[src/rtl/core/modular_number_theory_unit_defines.svh]
// ----------------------------------------------------------------------------
// Modular number theory unit assertion macros
// Concurrent assertion helpers clocked on clk_i, disabled while rst_ni is low.
// ----------------------------------------------------------------------------
`ifndef MODULAR_NUMBER_THEORY_UNIT_DEFINES_SVH
`define MODULAR_NUMBER_THEORY_UNIT_DEFINES_SVH

`ifndef NO_ASSERTIONS
`define MNTU_ASSERT(name, prop, msg) \
  name: assert property (@(posedge clk_i) disable iff (!rst_ni) (prop)) else $error(msg);
`define MNTU_ASSERT_NEXT(name, ante, cons, msg) \
  `MNTU_ASSERT(name, (ante) |=> (cons), msg)
`else
`define MNTU_ASSERT(name, prop, msg)
`define MNTU_ASSERT_NEXT(name, ante, cons, msg)
`endif

`endif

[src/rtl/core/mntu_pkg.sv]
// ----------------------------------------------------------------------------
// Modular number theory unit package
// Shared widths, function codes, transaction types, commands and states.
// ----------------------------------------------------------------------------
package mntu_pkg;

  localparam int unsigned WIDTH_DEF = 32;
  localparam int unsigned OPW       = 32;
  localparam int unsigned DW        = 64;
  localparam int unsigned EW        = 8;
  localparam int unsigned COEF_W    = 34;

  localparam logic [2:0] FUNC_GCD   = 3'd0;
  localparam logic [2:0] FUNC_POW   = 3'd1;
  localparam logic [2:0] FUNC_INV   = 3'd2;
  localparam logic [2:0] FUNC_PRIME = 3'd3;
  localparam logic [2:0] FUNC_RSA   = 3'd4;

  localparam logic [EW-1:0] E_FIRST = 8'd2;
  localparam logic [EW-1:0] E_LIMIT = 8'd255;
  localparam logic [1:0]    BASE_LAST = 2'd2;

  typedef struct packed {
    logic [2:0]     func;
    logic [OPW-1:0] operand_a;
    logic [OPW-1:0] operand_b;
    logic [OPW-1:0] modulus_in;
  } req_t;

  typedef struct packed {
    logic [DW-1:0] value;
    logic [EW-1:0] public_exp;
    logic [DW-1:0] private_exp;
    logic          found;
    logic          error;
  } rsp_t;

  typedef enum logic [4:0] {
    CMD_NONE, CMD_LOAD, CMD_ERR, CMD_SET_ONE, CMD_FOUND,
    CMD_DIV_AB, CMD_GCD_STEP, CMD_GCD_DONE,
    CMD_PW_INIT, CMD_DIV_BASE, CMD_SET_BASE, CMD_MUL_RB, CMD_DIV_PROD, CMD_SET_R,
    CMD_MUL_BB, CMD_SET_BASE_SHIFT, CMD_PW_DONE, CMD_BI_INC,
    CMD_INV_INIT, CMD_MUL_QS, CMD_INV_STEP, CMD_INV_DONE,
    CMD_RSA_MUL_N, CMD_RSA_MUL_PHI, CMD_RSA_GCD_INIT, CMD_E_INC, CMD_DIV_PHI,
    CMD_K_INIT, CMD_K_STEP, CMD_K_HIT, CMD_RSA_DONE, CMD_PUBLISH
  } cmd_e;

  typedef enum logic [26:0] {
    S_IDLE        = 27'h0000001,
    S_DISPATCH    = 27'h0000002,
    S_ERR         = 27'h0000004,
    S_GCD_TEST    = 27'h0000008,
    S_GCD_WAIT    = 27'h0000010,
    S_PW_INIT     = 27'h0000020,
    S_PW_BDIV     = 27'h0000040,
    S_PW_BWAIT    = 27'h0000080,
    S_PW_TEST     = 27'h0000100,
    S_PW_RDIV     = 27'h0000200,
    S_PW_RWAIT    = 27'h0000400,
    S_PW_SQ       = 27'h0000800,
    S_PW_SDIV     = 27'h0001000,
    S_PW_SWAIT    = 27'h0002000,
    S_PW_END      = 27'h0004000,
    S_INV_INIT    = 27'h0008000,
    S_INV_TEST    = 27'h0010000,
    S_INV_WAIT    = 27'h0020000,
    S_INV_STEP    = 27'h0040000,
    S_RSA_MUL_N   = 27'h0080000,
    S_RSA_MUL_PHI = 27'h0100000,
    S_RSA_ECHK    = 27'h0200000,
    S_RSA_GCD_END = 27'h0400000,
    S_RSA_D       = 27'h0800000,
    S_RSA_DWAIT   = 27'h1000000,
    S_K_TEST      = 27'h2000000,
    S_FINISH      = 27'h4000000
  } state_e;

  typedef struct packed {
    logic [2:0] func;
    logic       a_one;
    logic       a_lt2;
    logic       b_zero;
    logic       b_lt2;
    logic       n_zero;
    logic       n_one;
    logic       y_zero;
    logic       y_lsb;
    logic       r_one;
    logic       bi_last;
    logic       e_max;
    logic       phi_one;
    logic       k_end;
    logic       kr_zero;
    logic       div_done;
  } status_t;

  function automatic logic [OPW-1:0] fermat_base(input logic [1:0] idx);
    logic [OPW-1:0] b;
    case (idx)
      2'd0:    b = 32'd2;
      2'd1:    b = 32'd3;
      default: b = 32'd5;
    endcase
    return b;
  endfunction

endpackage

[src/rtl/core/mntu_ctrl.sv]
// ----------------------------------------------------------------------------
// Modular number theory unit controller
// One-hot sequencer issuing datapath commands and owning both handshakes.
// ----------------------------------------------------------------------------
`include "modular_number_theory_unit_defines.svh"

module mntu_ctrl (
  input  logic              clk_i,
  input  logic              rst_ni,
  input  logic              in_valid_i,
  output logic              in_ready_o,
  output logic              out_valid_o,
  input  logic              out_ready_i,
  input  mntu_pkg::status_t status_i,
  output mntu_pkg::cmd_e    cmd_o
);

  mntu_pkg::state_e state_q, state_d;
  logic             out_valid_q, out_valid_d;

  always_comb begin
    state_d = state_q;
    cmd_o   = mntu_pkg::CMD_NONE;
    case (state_q)
      mntu_pkg::S_IDLE: begin
        if (in_valid_i) begin
          cmd_o   = mntu_pkg::CMD_LOAD;
          state_d = mntu_pkg::S_DISPATCH;
        end
      end
      mntu_pkg::S_DISPATCH: begin
        case (status_i.func)
          mntu_pkg::FUNC_GCD: state_d = mntu_pkg::S_GCD_TEST;
          mntu_pkg::FUNC_POW: begin
            if (status_i.b_zero) begin
              cmd_o   = mntu_pkg::CMD_SET_ONE;
              state_d = mntu_pkg::S_FINISH;
            end else if (status_i.n_zero) begin
              state_d = mntu_pkg::S_ERR;
            end else begin
              state_d = mntu_pkg::S_PW_INIT;
            end
          end
          mntu_pkg::FUNC_INV: begin
            state_d = status_i.n_zero ? mntu_pkg::S_ERR : mntu_pkg::S_INV_INIT;
          end
          mntu_pkg::FUNC_PRIME: begin
            if (status_i.n_zero) begin
              state_d = mntu_pkg::S_ERR;
            end else if (status_i.n_one) begin
              cmd_o   = mntu_pkg::CMD_FOUND;
              state_d = mntu_pkg::S_FINISH;
            end else begin
              state_d = mntu_pkg::S_PW_INIT;
            end
          end
          mntu_pkg::FUNC_RSA: begin
            state_d = (status_i.a_lt2 || status_i.b_lt2) ? mntu_pkg::S_ERR
                                                         : mntu_pkg::S_RSA_MUL_N;
          end
          default: state_d = mntu_pkg::S_ERR;
        endcase
      end
      mntu_pkg::S_ERR: begin
        cmd_o   = mntu_pkg::CMD_ERR;
        state_d = mntu_pkg::S_FINISH;
      end
      mntu_pkg::S_GCD_TEST: begin
        if (status_i.b_zero) begin
          if (status_i.func == mntu_pkg::FUNC_RSA) begin
            state_d = mntu_pkg::S_RSA_GCD_END;
          end else begin
            cmd_o   = mntu_pkg::CMD_GCD_DONE;
            state_d = mntu_pkg::S_FINISH;
          end
        end else begin
          cmd_o   = mntu_pkg::CMD_DIV_AB;
          state_d = mntu_pkg::S_GCD_WAIT;
        end
      end
      mntu_pkg::S_GCD_WAIT: begin
        if (status_i.div_done) begin
          cmd_o   = mntu_pkg::CMD_GCD_STEP;
          state_d = mntu_pkg::S_GCD_TEST;
        end
      end
      mntu_pkg::S_PW_INIT: begin
        cmd_o   = mntu_pkg::CMD_PW_INIT;
        state_d = mntu_pkg::S_PW_BDIV;
      end
      mntu_pkg::S_PW_BDIV: begin
        cmd_o   = mntu_pkg::CMD_DIV_BASE;
        state_d = mntu_pkg::S_PW_BWAIT;
      end
      mntu_pkg::S_PW_BWAIT: begin
        if (status_i.div_done) begin
          cmd_o   = mntu_pkg::CMD_SET_BASE;
          state_d = mntu_pkg::S_PW_TEST;
        end
      end
      mntu_pkg::S_PW_TEST: begin
        if (status_i.y_zero) begin
          state_d = mntu_pkg::S_PW_END;
        end else if (status_i.y_lsb) begin
          cmd_o   = mntu_pkg::CMD_MUL_RB;
          state_d = mntu_pkg::S_PW_RDIV;
        end else begin
          state_d = mntu_pkg::S_PW_SQ;
        end
      end
      mntu_pkg::S_PW_RDIV: begin
        cmd_o   = mntu_pkg::CMD_DIV_PROD;
        state_d = mntu_pkg::S_PW_RWAIT;
      end
      mntu_pkg::S_PW_RWAIT: begin
        if (status_i.div_done) begin
          cmd_o   = mntu_pkg::CMD_SET_R;
          state_d = mntu_pkg::S_PW_SQ;
        end
      end
      mntu_pkg::S_PW_SQ: begin
        cmd_o   = mntu_pkg::CMD_MUL_BB;
        state_d = mntu_pkg::S_PW_SDIV;
      end
      mntu_pkg::S_PW_SDIV: begin
        cmd_o   = mntu_pkg::CMD_DIV_PROD;
        state_d = mntu_pkg::S_PW_SWAIT;
      end
      mntu_pkg::S_PW_SWAIT: begin
        if (status_i.div_done) begin
          cmd_o   = mntu_pkg::CMD_SET_BASE_SHIFT;
          state_d = mntu_pkg::S_PW_TEST;
        end
      end
      mntu_pkg::S_PW_END: begin
        state_d = mntu_pkg::S_FINISH;
        if (status_i.func == mntu_pkg::FUNC_POW) begin
          cmd_o = mntu_pkg::CMD_PW_DONE;
        end else if (status_i.r_one) begin
          if (status_i.bi_last) begin
            cmd_o = mntu_pkg::CMD_FOUND;
          end else begin
            cmd_o   = mntu_pkg::CMD_BI_INC;
            state_d = mntu_pkg::S_PW_INIT;
          end
        end
      end
      mntu_pkg::S_INV_INIT: begin
        cmd_o   = mntu_pkg::CMD_INV_INIT;
        state_d = mntu_pkg::S_INV_TEST;
      end
      mntu_pkg::S_INV_TEST: begin
        if (status_i.b_zero) begin
          cmd_o   = mntu_pkg::CMD_INV_DONE;
          state_d = mntu_pkg::S_FINISH;
        end else begin
          cmd_o   = mntu_pkg::CMD_DIV_AB;
          state_d = mntu_pkg::S_INV_WAIT;
        end
      end
      mntu_pkg::S_INV_WAIT: begin
        if (status_i.div_done) begin
          cmd_o   = mntu_pkg::CMD_MUL_QS;
          state_d = mntu_pkg::S_INV_STEP;
        end
      end
      mntu_pkg::S_INV_STEP: begin
        cmd_o   = mntu_pkg::CMD_INV_STEP;
        state_d = mntu_pkg::S_INV_TEST;
      end
      mntu_pkg::S_RSA_MUL_N: begin
        cmd_o   = mntu_pkg::CMD_RSA_MUL_N;
        state_d = mntu_pkg::S_RSA_MUL_PHI;
      end
      mntu_pkg::S_RSA_MUL_PHI: begin
        cmd_o   = mntu_pkg::CMD_RSA_MUL_PHI;
        state_d = mntu_pkg::S_RSA_ECHK;
      end
      mntu_pkg::S_RSA_ECHK: begin
        if (status_i.e_max) begin
          state_d = mntu_pkg::S_RSA_D;
        end else begin
          cmd_o   = mntu_pkg::CMD_RSA_GCD_INIT;
          state_d = mntu_pkg::S_GCD_TEST;
        end
      end
      mntu_pkg::S_RSA_GCD_END: begin
        if (status_i.a_one) begin
          state_d = mntu_pkg::S_RSA_D;
        end else begin
          cmd_o   = mntu_pkg::CMD_E_INC;
          state_d = mntu_pkg::S_RSA_ECHK;
        end
      end
      mntu_pkg::S_RSA_D: begin
        if (status_i.phi_one) begin
          cmd_o   = mntu_pkg::CMD_RSA_DONE;
          state_d = mntu_pkg::S_FINISH;
        end else begin
          cmd_o   = mntu_pkg::CMD_DIV_PHI;
          state_d = mntu_pkg::S_RSA_DWAIT;
        end
      end
      mntu_pkg::S_RSA_DWAIT: begin
        if (status_i.div_done) begin
          cmd_o   = mntu_pkg::CMD_K_INIT;
          state_d = mntu_pkg::S_K_TEST;
        end
      end
      mntu_pkg::S_K_TEST: begin
        if (status_i.k_end) begin
          cmd_o   = mntu_pkg::CMD_RSA_DONE;
          state_d = mntu_pkg::S_FINISH;
        end else if (status_i.kr_zero) begin
          cmd_o   = mntu_pkg::CMD_K_HIT;
          state_d = mntu_pkg::S_FINISH;
        end else begin
          cmd_o = mntu_pkg::CMD_K_STEP;
        end
      end
      mntu_pkg::S_FINISH: begin
        if (!out_valid_q || out_ready_i) begin
          cmd_o   = mntu_pkg::CMD_PUBLISH;
          state_d = mntu_pkg::S_IDLE;
        end
      end
      default: state_d = mntu_pkg::S_IDLE;
    endcase
  end

  always_comb begin
    if (cmd_o == mntu_pkg::CMD_PUBLISH) begin
      out_valid_d = 1'b1;
    end else if (out_ready_i) begin
      out_valid_d = 1'b0;
    end else begin
      out_valid_d = out_valid_q;
    end
  end

  always_ff @(posedge clk_i or negedge rst_ni) begin
    if (!rst_ni) begin
      state_q     <= mntu_pkg::S_IDLE;
      out_valid_q <= 1'b0;
    end else begin
      state_q     <= state_d;
      out_valid_q <= out_valid_d;
    end
  end

  assign in_ready_o  = state_q == mntu_pkg::S_IDLE;
  assign out_valid_o = out_valid_q;

  `MNTU_ASSERT_NEXT(a_accept_dispatch, in_valid_i && in_ready_o, state_q == mntu_pkg::S_DISPATCH, "accepted transaction did not dispatch")
  `MNTU_ASSERT_NEXT(a_publish_valid, cmd_o == mntu_pkg::CMD_PUBLISH, out_valid_o, "published result not presented")
  `MNTU_ASSERT_NEXT(a_gcd_wait_hold, (state_q == mntu_pkg::S_GCD_WAIT) && !status_i.div_done, state_q == mntu_pkg::S_GCD_WAIT, "left division wait early")

endmodule

[config.mk]
export PLATFORM = sky130hd
export DESIGN_NAME = mntu_ctrl
export DESIGN_NICKNAME = d
export VERILOG_FILES = /design/src/rtl/core/mntu_pkg.sv /design/src/rtl/core/mntu_ctrl.sv
export VERILOG_INCLUDE_DIRS = /design/src /design/src/rtl/core
export SDC_FILE = /design/constraint.sdc
export NUM_CORES = 1
export LEC_CHECK = 0
export BUFFER_PORTS_ARGS = -buffer_cell sky130_fd_sc_hd__buf_2
export CAP_MARGIN = 15
export CELL_PAD_IN_SITES_DETAIL_PLACEMENT = 1
export CELL_PAD_IN_SITES_GLOBAL_PLACEMENT = 2
export CORE_MARGIN = 2
export CORE_UTILIZATION = 36
export CTS_BUF_LIST = sky130_fd_sc_hd__clkbuf_4
export CTS_CLUSTER_SIZE = 20
export DETAILED_ROUTE_END_ITERATION = 8
export PLACE_DENSITY = 0.93
export RECOVER_POWER = 100
export REMOVE_ABC_BUFFERS = 1
export SLEW_MARGIN = 0
export SYNTH_ARGS = -nofsm -noshare
export SYNTH_HDL_FRONTEND = slang
export SYNTH_SLANG_ARGS = --single-unit
[constraint.sdc]
create_clock -name clk_i -period 3 [get_ports clk_i]
set_input_delay 0.15 -clock clk_i [delete_from_list [all_inputs] [get_ports clk_i]]
set_output_delay 0.15 -clock clk_i [all_outputs]
set_load 0.01 [all_outputs]
==> results.json, run 1 <==
{
  "numPortBuffers": 28,
  "drc": 0,
  "area_growth_pct": 30.2,
  "post-route-period-util_pct": 98.6,
  "antennaDiodeCount": 0,
  "dr.pass1.iters": 4,
  "p_leak_nw": 1.28,
  "worst_hold_startpoint": "status_i[1]",
  "clk_latency_ns": 0.34,
  "routedWlPerCell_um": 19.9,
  "die_x_um": 81.5,
  "coreArea_um2": 5850,
  "tritoncts": "built",
  "ant_nets": 0,
  "grt_usage_pct": 24.1,
  "hold_class": "primary input to flop",
  "endpoint_kind": "output port",
  "rsz0062_at_grt": "true",
  "grt_max_degree": 29,
  "synth-async-reset-ratio_pct": 100,
  "dp_hpwl_mm": 5.73,
  "path_cells": "or4b_2 > or4_4 > nor3b_4 > a211oi_1 > nor2b_1 > nand4b_1 > buf_2",
  "worst_pin_slew_ns": 1.67,
  "critPathLaunchType": "flop",
  "hold_depth": 2,
  "worstSetupPathType": "flop to output port",
  "die_y_um": 81.5,
  "drive_gt1_share_pct": 34.5,
  "reg2reg_from": "state_q[13]$_DFFE_PN0P_",
  "arrival_ns": 2.81,
  "clkTransAtPathRegs_ns": 0.17,
  "ys.flop_type": "dfrtp_1",
  "fin_crit_ns": 2.96,
  "syn_inst": 244,
  "synth_edf_count": 0,
  "drtIter0Drc": 135,
  "ff2ff_path_depth": 8,
  "synth_cell_types": 62,
  "clk_path_buf_depth": 2,
  "cts_buffers": 3,
  "place_ws_ns": 0.158,
  "nets": 336,
  "vias": 2304,
  "finalSetupViolCount": 0,
  "grt_pass1_vias": 2347,
  "drv_slew": 29,
  "avgSynthCellArea_um2": 8.85,
  "fin_ws_ns": 0.0424,
  "finalInstanceArea_um2": 2810,
  "yosysWarnings": 0,
  "slowest_stage": "or4b_2",
  "required_ns": 2.85,
  "ys_ff_latch": 28,
  "multiInputGateArea_um2": 1480,
  "placedInstanceArea_um2": 2440,
  "dieArea_um2": 6630,
  "netlist_area_um2": 2160,
  "ioPinCount": 29,
  "min_to": "state_q[25]$_DFFE_PN0P_",
  "seq_area_frac_synth_pct": 32.5,
  "peakVddDrop_mv": 0.199,
  "reg2reg_to": "state_q[19]$_DFFE_PN0P_",
  "violations": "capacitance limit, slew limit",
  "rows": 28,
  "holdWs_ns": 0.0151,
  "antenna_found_initial": 0,
  "cpPeakStageDelay_ns": 0.72,
  "htree_num_levels": 1,
  "grt_overflow_total": 0,
  "drt_wl_total_mm": 7.73,
  "r2r_slack_ns": 0.22,
  "gp_congestion": 0.954,
  "grt_first_pass_wirelength_mm": 12.1,
  "hold_viol": 0,
  "status": "complete, but fails checks",
  "mostFrequentLayoutCell": "nor2_1",
  "seqCellArea_um2": 714,
  "cts_root_buffer": "clkbuf_4",
  "powerDensity_nw_per_um2": 452,
  "crit_fanout": 4,
  "start_util_pct": 36.9,
  "finClkSkew_ns": 0.00550,
  "relSlewSlack_pct": -11.0,
  "cts.sink_count": 28,
  "fillers": 679,
  "layout.cells.most_common_list": "29 x nor2_1, 28 x buf_4, 26 x buf_2",
  "drt-vias-per-instance": 5.94,
  "fmax_ghz": 0.338,
  "drv_cap": 1
}
-- where the power goes --
| group | switching (mW) | internal (mW) | total, mW | leakage [nW] |
|---|---|---|---|---|
| clock network | 0.126 | 0.0489 | 0.174 | 0.0154 |
| registers | 0.0356 | 0.402 | 0.438 | 0.370 |
| logic | 0.355 | 0.303 | 0.658 | 0.897 |
| total | 0.516 | 0.755 | 1.27 | 1.28 |
-- through the flow --
stage               std cells  power [mW]  TNS [ns]  utilization, %
finish                    388        1.27         0            48.1
detailed placement        355       0.953         0            41.8
CTS                       373        1.19         0            45.0
floorplan                 242       0.775         0               -
global route              388        1.34   -0.0555            48.1
global placement          355       0.948         0            41.8
-- flip-flops by register name, indices dropped and copies added, names as in the netlist --
signal,flops
out_valid_o,1
state_q,27
-- cell type report --
class / count / share of cell area (%)
clock inverter: 1 / 0.133
timing repair buffer: 67 / 16.4
tap: 75 / 3.34
clock buffer: 3 / 0.801
multi-input combinational: 205 / 52.7
sequential: 28 / 25.4
inverter: 9 / 1.20
-- worst max-delay path by stage --
| stage | from | to | depth (start not counted) |
|---|---|---|---|
| 4_1_cts | state_q[21]$_DFFE_PN0P_ | cmd_o[0] | 8 |
| 3_3_place_gp | state_q[4]$_DFFE_PN0P_ | cmd_o[0] | 8 |
| 3_5_place_dp | state_q[4]$_DFFE_PN0P_ | cmd_o[0] | 8 |
| 2_1_floorplan | state_q[9]$_DFFE_PN0P_ | cmd_o[3] | 7 |
| 5_1_grt | state_q[9]$_DFFE_PN0P_ | cmd_o[0] | 7 |
| 6_report | state_q[9]$_DFFE_PN0P_ | cmd_o[0] | 7 |
-- cell families (layout without fill, tap and decap cells) --
family | after synthesis | in the layout | synth area share [%]
and+or+nand+nor | 159 | 159 | 48.4
AOI/OAI and AO/OA | 41 | 41 | 14.3
buffers and inverters | 11 | 80 | 2.72
DFF | 28 | 28 | 32.5
muxes | 1 | 1 | 0.464
xor gates and xnor gates | 4 | 4 | 1.62
-- cell usage after synthesis, drive strengths merged, types with 2 or more instances --
master,number,area share (%)
or2,3,0.87
nand2b,4,1.2
nand2,24,4.2
or3,5,1.4
nand3b,5,1.7
nand4b,7,2.8
o21ai,8,2.0
xnor2,3,1.2
a221oi,2,0.81
a21oi,6,1.6
and4b,3,1.4
dfrtp,27,31
nor3,14,3.7
nand4,10,4.2
inv,9,1.6
nor4b,4,1.6
nor2,31,5.4
a22o,2,0.81
a211oi,2,0.70
nor3b,7,3.0
o22ai,4,1.4
a21o,2,0.70
a21boi,2,0.70
nand3,4,0.93
nor2b,6,1.7
nor4,14,7.7
a31oi,2,0.58
or4,6,2.4
and2,3,0.87
and3,4,1.2
-- layer usage --
layer	vias up	part of all wire, %	track usage (%)
li1	1079	-	-
met1	1154	43	32.2
met2	60	51	41.2
met3	11	4.4	3.30
met4	0	1.6	5.76
met5	-	0	0
-- critical path: cells and delay by family (launching register included) --
| kind | cells | cell delay [ns] |
|---|---|---|
| simple gates | 5 | 1.72 |
| flops | 1 | 0.49 |
| compound gates | 1 | 0.12 |
| buf+inv | 1 | 0.14 |
-- repair_timing --
action / CTS / global route
endpoints found under the hold margin: 31 / 0
setup endpoints to repair: 5 / 6
buffers inserted: 8 / 15
hold buffers: 6 / 0
gates resized for setup: 10 / 18
pin swaps: 4 / 8
Power figures use the tool's default switching activity.
==> inputs of run 2 (changes only) <==
--- a/config.mk
+++ b/config.mk
@@ -11,11 +11,11 @@
 export CELL_PAD_IN_SITES_DETAIL_PLACEMENT = 1
 export CELL_PAD_IN_SITES_GLOBAL_PLACEMENT = 2
 export CORE_MARGIN = 2
-export CORE_UTILIZATION = 36
+export CORE_UTILIZATION = 39
 export CTS_BUF_LIST = sky130_fd_sc_hd__clkbuf_4
 export CTS_CLUSTER_SIZE = 20
 export DETAILED_ROUTE_END_ITERATION = 8
-export PLACE_DENSITY = 0.93
+export PLACE_DENSITY = 0.95
 export RECOVER_POWER = 100
 export REMOVE_ABC_BUFFERS = 1
 export SLEW_MARGIN = 0
==> constraint.sdc (replaced) <==
create_clock -name clk_i -period 3.8 [get_ports clk_i]
set_input_delay 0.19 -clock clk_i [delete_from_list [all_inputs] [get_ports clk_i]]
set_output_delay 0.19 -clock clk_i [all_outputs]
set_load 0.01 [all_outputs]
==> run 2 against run 1 <==
The run still ends with capacitance limit, slew limit left. Routed wire length shrank 10%. Via count is 9.5% lower. First-iteration DRC count down 13%. Cell count decreased by 10%. Critical path depth is 1 higher. Sequential share of layout area up 3.9 points. Largest power group unchanged. Power is 27% lower. Global-route usage is 0.53 points lower. Clock power up 21%. Non-clock buffer count shrank 37. Register-to-register slack better by 0.30 ns. Die area decreased by 7.3%. Highest routed layer unchanged.
==> results.json, run 2 (synthesized netlist as in run 1, its figures left out) <==
{
  "place_ws_ns": 0.849,
  "top_layer_used": "met4",
  "cts_resized": 0,
  "peakVddDrop_mv": 0.261,
  "clkTransAtPathRegs_ns": 0.18,
  "arrival_ns": 3.27,
  "routedWlPerCell_um": 20.0,
  "drv_slew": 29,
  "m1WireLength_mm": 3.09,
  "rows": 27,
  "clk_latency_ns": 0.35,
  "p_leak_nw": 1.07,
  "ioPinCount": 29,
  "antennaDiodeCount": 0,
  "worst_pin_slew_ns": 1.67,
  "htree_num_levels": 1,
  "required_ns": 3.61,
  "cts.sink_count": 28,
  "fmax_ghz": 0.289,
  "largest_reg_flops": 27,
  "hold_class": "primary input to flop",
  "grt_max_degree": 29,
  "gp_congestion": 0.925,
  "antenna_found_initial": 0,
  "dp_hpwl_mm": 5.41,
  "dpl.cell_count": 342,
  "nets": 299,
  "finClkSkew_ns": 0.00800,
  "startpoint": "state_q[4]$_DFFE_PN0P_",
  "rsz0062_at_grt": "false",
  "holdWs_ns": 0.00911,
  "fin_ws_ns": 0.344,
  "crit_fanout": 9,
  "dr.pass1.iters": 4,
  "wl_met3_um": 396,
  "numPortBuffers": 28,
  "die_y_um": 78.4,
  "placedInstanceArea_um2": 2360,
  "drive_gt1_share_pct": 17.0,
  "clk_path_buf_depth": 2,
  "critPathLaunchType": "flop",
  "drt-vias-per-instance": 5.99,
  "start_util_pct": 39.7,
  "vias": 2086,
  "fillers": 670,
  "finalCoreUtilization_pct": 44.0,
  "cts_buffers": 3,
  "layout.cells.most_common_list": "31 x nor2_1, 27 x dfrtp_1, 24 x nand2_1",
  "die_x_um": 78.4,
  "coreArea_um2": 5440,
  "powerDensity_nw_per_um2": 388,
  "fin_crit_ns": 3.46,
  "drt_wl_total_mm": 6.94,
  "grt_pass1_vias": 2160,
  "multiInputGateArea_um2": 1360,
  "status": "complete, but fails checks",
  "cts_hold_buf": 1,
  "seqCellArea_um2": 702,
  "mostFrequentLayoutCell": "nor2_1",
  "violations": "capacitance limit, slew limit",
  "grt_usage_pct": 23.6,
  "finalInstanceArea_um2": 2390,
  "endpoint_kind": "output port",
  "stdcell_count": 348,
  "worstSetupPathType": "flop to output port",
  "area_growth_pct": 10.8,
  "wl_met2_mm": 3.34,
  "ant_nets": 0,
  "relSlewSlack_pct": -11.7,
  "grt_overflow_total": 0,
  "grt_first_pass_wirelength_mm": 11.3,
  "dieArea_um2": 6150,
  "drtIter0Drc": 117,
  "hold_viol": 0,
  "reg2reg_from": "state_q[16]$_DFFE_PN0P_",
  "worst_hold_startpoint": "status_i[13]",
  "finalSetupViolCount": 0,
  "fin_tns_setup_ns": 0,
  "power_mw": 0.929,
  "largest_register": "state_q",
  "drc": 0,
  "tritoncts": "built",
  "cts_root_buffer": "clkbuf_4",
  "post-route-period-util_pct": 91.0,
  "post_cts_buffers": 0,
  "drv_cap": 1
}
[run 2: area by class of cell]
type	count	area share (%)
Tap cell	72	3.77
Clock buffer	3	0.941
Inverter	9	1.41
Sequential cell	28	29.3
Clock inverter	1	1.26
Multi-Input combinational cell	205	56.9
Timing Repair Buffer	30	6.43
[run 2: per-layer routing]
metal  vias to the layer above  track usage [%]
li1                        996                -
met1                      1015             31.3
met2                        65             40.1
met3                        10             3.68
met4                         0             5.96
met5                         -                0
[run 2: path summary, 6_finish.rpt]
path	end	slack, ns	depth (start not counted)
max in group asynchronous	state_q[19]$_DFFE_PN0P_	2.06	2
setup reg to reg	state_q[0]$_DFFE_PN1P_	0.52	7
hold reg to reg	state_q[0]$_DFFE_PN1P_	0.56	2
min in group asynchronous	state_q[11]$_DFFE_PN0P_	0.78	2
hold / removal	state_q[19]$_DFFE_PN0P_	0.009	2
setup / recovery	cmd_o[0]	0.34	8
[run 2: report_power, final]
| group | leakage [nW] | switching, mW | internal [mW] |
|---|---|---|---|
| sequential | 0.387 | 0.0284 | 0.317 |
| clock | 0.0279 | 0.104 | 0.107 |
| combinational | 0.658 | 0.237 | 0.135 |
| total | 1.07 | 0.369 | 0.559 |
[run 2: critical path: stages (launching register included)]
cell	delay (ns)
dfrtp_1	0.51
nor4_4	0.52
nand4_1	0.42
or4_1	0.62
nor3b_2	0.30
a211oi_1	0.13
nor2b_1	0.18
nand4b_1	0.10
buf_2	0.15
==> inputs of run 3 (changes only) <==
--- a/config.mk
+++ b/config.mk
@@ -15,7 +15,7 @@
 export CTS_BUF_LIST = sky130_fd_sc_hd__clkbuf_4
 export CTS_CLUSTER_SIZE = 20
 export DETAILED_ROUTE_END_ITERATION = 8
-export PLACE_DENSITY = 0.95
+export PLACE_DENSITY = 0.89
 export RECOVER_POWER = 100
 export REMOVE_ABC_BUFFERS = 1
 export SLEW_MARGIN = 0
==> run 3 against run 2 <==
The run still ends with capacitance limit, slew limit left. Cell count decreased by 0.29%. Count of clock-buffer cells in the layout unchanged. Global-route usage increased by 1.1 points. Worst setup slack improved by 0.0092 ns. Routed wire length increased by 2.7%. First-iteration DRC count decreased by 10%. Combinational power increased by 2%. Cell area decreased by 0.16%. Die area unchanged. Clock power about the same. Clock skew increased by 0.0040 ns. Power increased by 0.80%. Critical path type unchanged. Largest cell class unchanged. Largest power group unchanged.
==> results.json, run 3 (synthesized netlist as in run 1, its figures left out) <==
{
  "path_cells": "nor4_4 > nand4_1 > or4_1 > nor3b_4 > a211oi_1 > nor2b_1 > nand4b_1 > buf_2",
  "coreArea_um2": 5440,
  "dpl.cell_count": 342,
  "cpPeakStageDelay_ns": 0.65,
  "dieArea_um2": 6150,
  "worstSetupPathType": "flop to output port",
  "drv_cap": 1,
  "grt_overflow_total": 0,
  "drive_gt1_share_pct": 17.1,
  "dr.pass1.iters": 4,
  "clk_latency_ns": 0.35,
  "stdcell_count": 347,
  "grt_pass1_vias": 2170,
  "required_ns": 3.61,
  "post_cts_buffers": 0,
  "powerDensity_nw_per_um2": 392,
  "drt-vias-per-instance": 6.03,
  "dp_hpwl_mm": 5.73,
  "drt_wl_total_mm": 7.13,
  "drv_slew": 29,
  "die_y_um": 78.4,
  "fin_crit_ns": 3.45,
  "fillers": 678,
  "status": "complete, but fails checks",
  "fin_tns_setup_ns": 0,
  "nets": 298,
  "drc": 0,
  "endpoint_kind": "output port",
  "power_mw": 0.936,
  "mostFrequentLayoutCell": "nor2_1",
  "finalSetupViolCount": 0,
  "numPortBuffers": 28,
  "tritoncts": "built",
  "antennaDiodeCount": 0,
  "cts_buffers": 3,
  "grt_usage_pct": 24.7,
  "clkTransAtPathRegs_ns": 0.18,
  "clk_path_buf_depth": 2,
  "drtIter0Drc": 105,
  "cts_resized": 0,
  "crit_buf_inv": 1,
  "worst_pin_slew_ns": 1.64,
  "largest_reg_flops": 27,
  "vias": 2091,
  "rows": 27,
  "largest_register": "state_q",
  "start_util_pct": 39.7,
  "grt_first_pass_wirelength_mm": 11.8,
  "layout.cells.most_common_list": "31 x nor2_1, 27 x dfrtp_1, 24 x nand2_1",
  "finClkSkew_ns": 0.0120,
  "antenna_found_initial": 0,
  "relSlewSlack_pct": -9.50,
  "holdWs_ns": 0.00391,
  "htree_num_levels": 1,
  "cts.sink_count": 28,
  "hold_class": "primary input to flop",
  "routedWlPerCell_um": 20.5,
  "p_leak_nw": 1.07,
  "gp_congestion": 0.964,
  "critPathLaunchType": "flop",
  "post-route-period-util_pct": 90.7,
  "crit_fanout": 9,
  "grt_max_degree": 29,
  "die_x_um": 78.4,
  "hold_viol": 0,
  "cts_hold_buf": 1,
  "ant_nets": 0,
  "finalCoreUtilization_pct": 43.9,
  "peakVddDrop_mv": 0.219,
  "ioPinCount": 29,
  "arrival_ns": 3.26,
  "area_growth_pct": 10.6,
  "violations": "capacitance limit, slew limit",
  "cpLargestDelayFamily": "simple AND/OR/NAND/NOR gates",
  "rsz0062_at_grt": "false",
  "cts_root_buffer": "clkbuf_4",
  "slowest_stage": "or4_1",
  "fmax_ghz": 0.290
}
-- run 3: cell types whose count changed in the layout (fill, tap and decap cells not counted), sizes merged --
cell         delta
dlygate4sd3     -1
-- run 3: where the power goes --
part           internal, mW  switching, mW
Sequential            0.317         0.0277
Clock                 0.107          0.106
Combinational         0.135          0.244
Total                 0.559          0.377
-- run 3: layer usage --
| layer | global-route usage [%] | wire length (µm) |
|---|---|---|
| met3 | 2.30 | 420 |
| met4 | 5.09 | 112 |
| met1 | 32.7 | 3070 |
| met2 | 44.0 | 3530 |
| met5 | 0 | 0 |
-- run 3: area by class of cell --
class	count	area [µm²]	area share (%)
Timing Repair Buffer	29	144	6.02
Multi-Input combinational cell	205	1370	57.2
Clock inverter	1	30.0	1.26
Sequential cell	28	702	29.4
Clock buffer	3	22.5	0.943
Tap cell	72	90.1	3.77
Inverter	9	33.8	1.41
-- run 3: worst paths after layout --
path | startpoint | end | slack [ns] | cells past startpoint
max reg2reg | state_q[16]$_DFFE_PN0P_ | state_q[0]$_DFFE_PN1P_ | 0.60 | 7
max in group asynchronous | rst_ni | out_valid_o$_DFFE_PN0P_ | 2.09 | 2
min | status_i[11] | state_q[19]$_DFFE_PN0P_ | 0.004 | 2
min in group asynchronous | rst_ni | state_q[10]$_DFFE_PN0P_ | 0.76 | 2
max | state_q[4]$_DFFE_PN0P_ | cmd_o[0] | 0.35 | 8
min reg2reg | state_q[0]$_DFFE_PN1P_ | state_q[0]$_DFFE_PN1P_ | 0.56 | 2
-- run 3: through the flow --
stage / area, µm² / setup slack (ns)
final: 2390 / 0.353
after global routing: 2390 / 0.150
after CTS: 2430 / 0.478
after detailed placement: 2360 / 0.878
after global placement: 2360 / 0.935
after floorplan: 2130 / 1.28
-- run 3: worst register-to-register path: stages, from the launching register on --
cell and delay (ns):
dfrtp_1 0.45, nor4_2 0.59, nand3_1 0.34, nor4_2 0.50
a2111o_1 0.26, a221o_1 0.42, a31o_1 0.35, a21boi_0 0.23
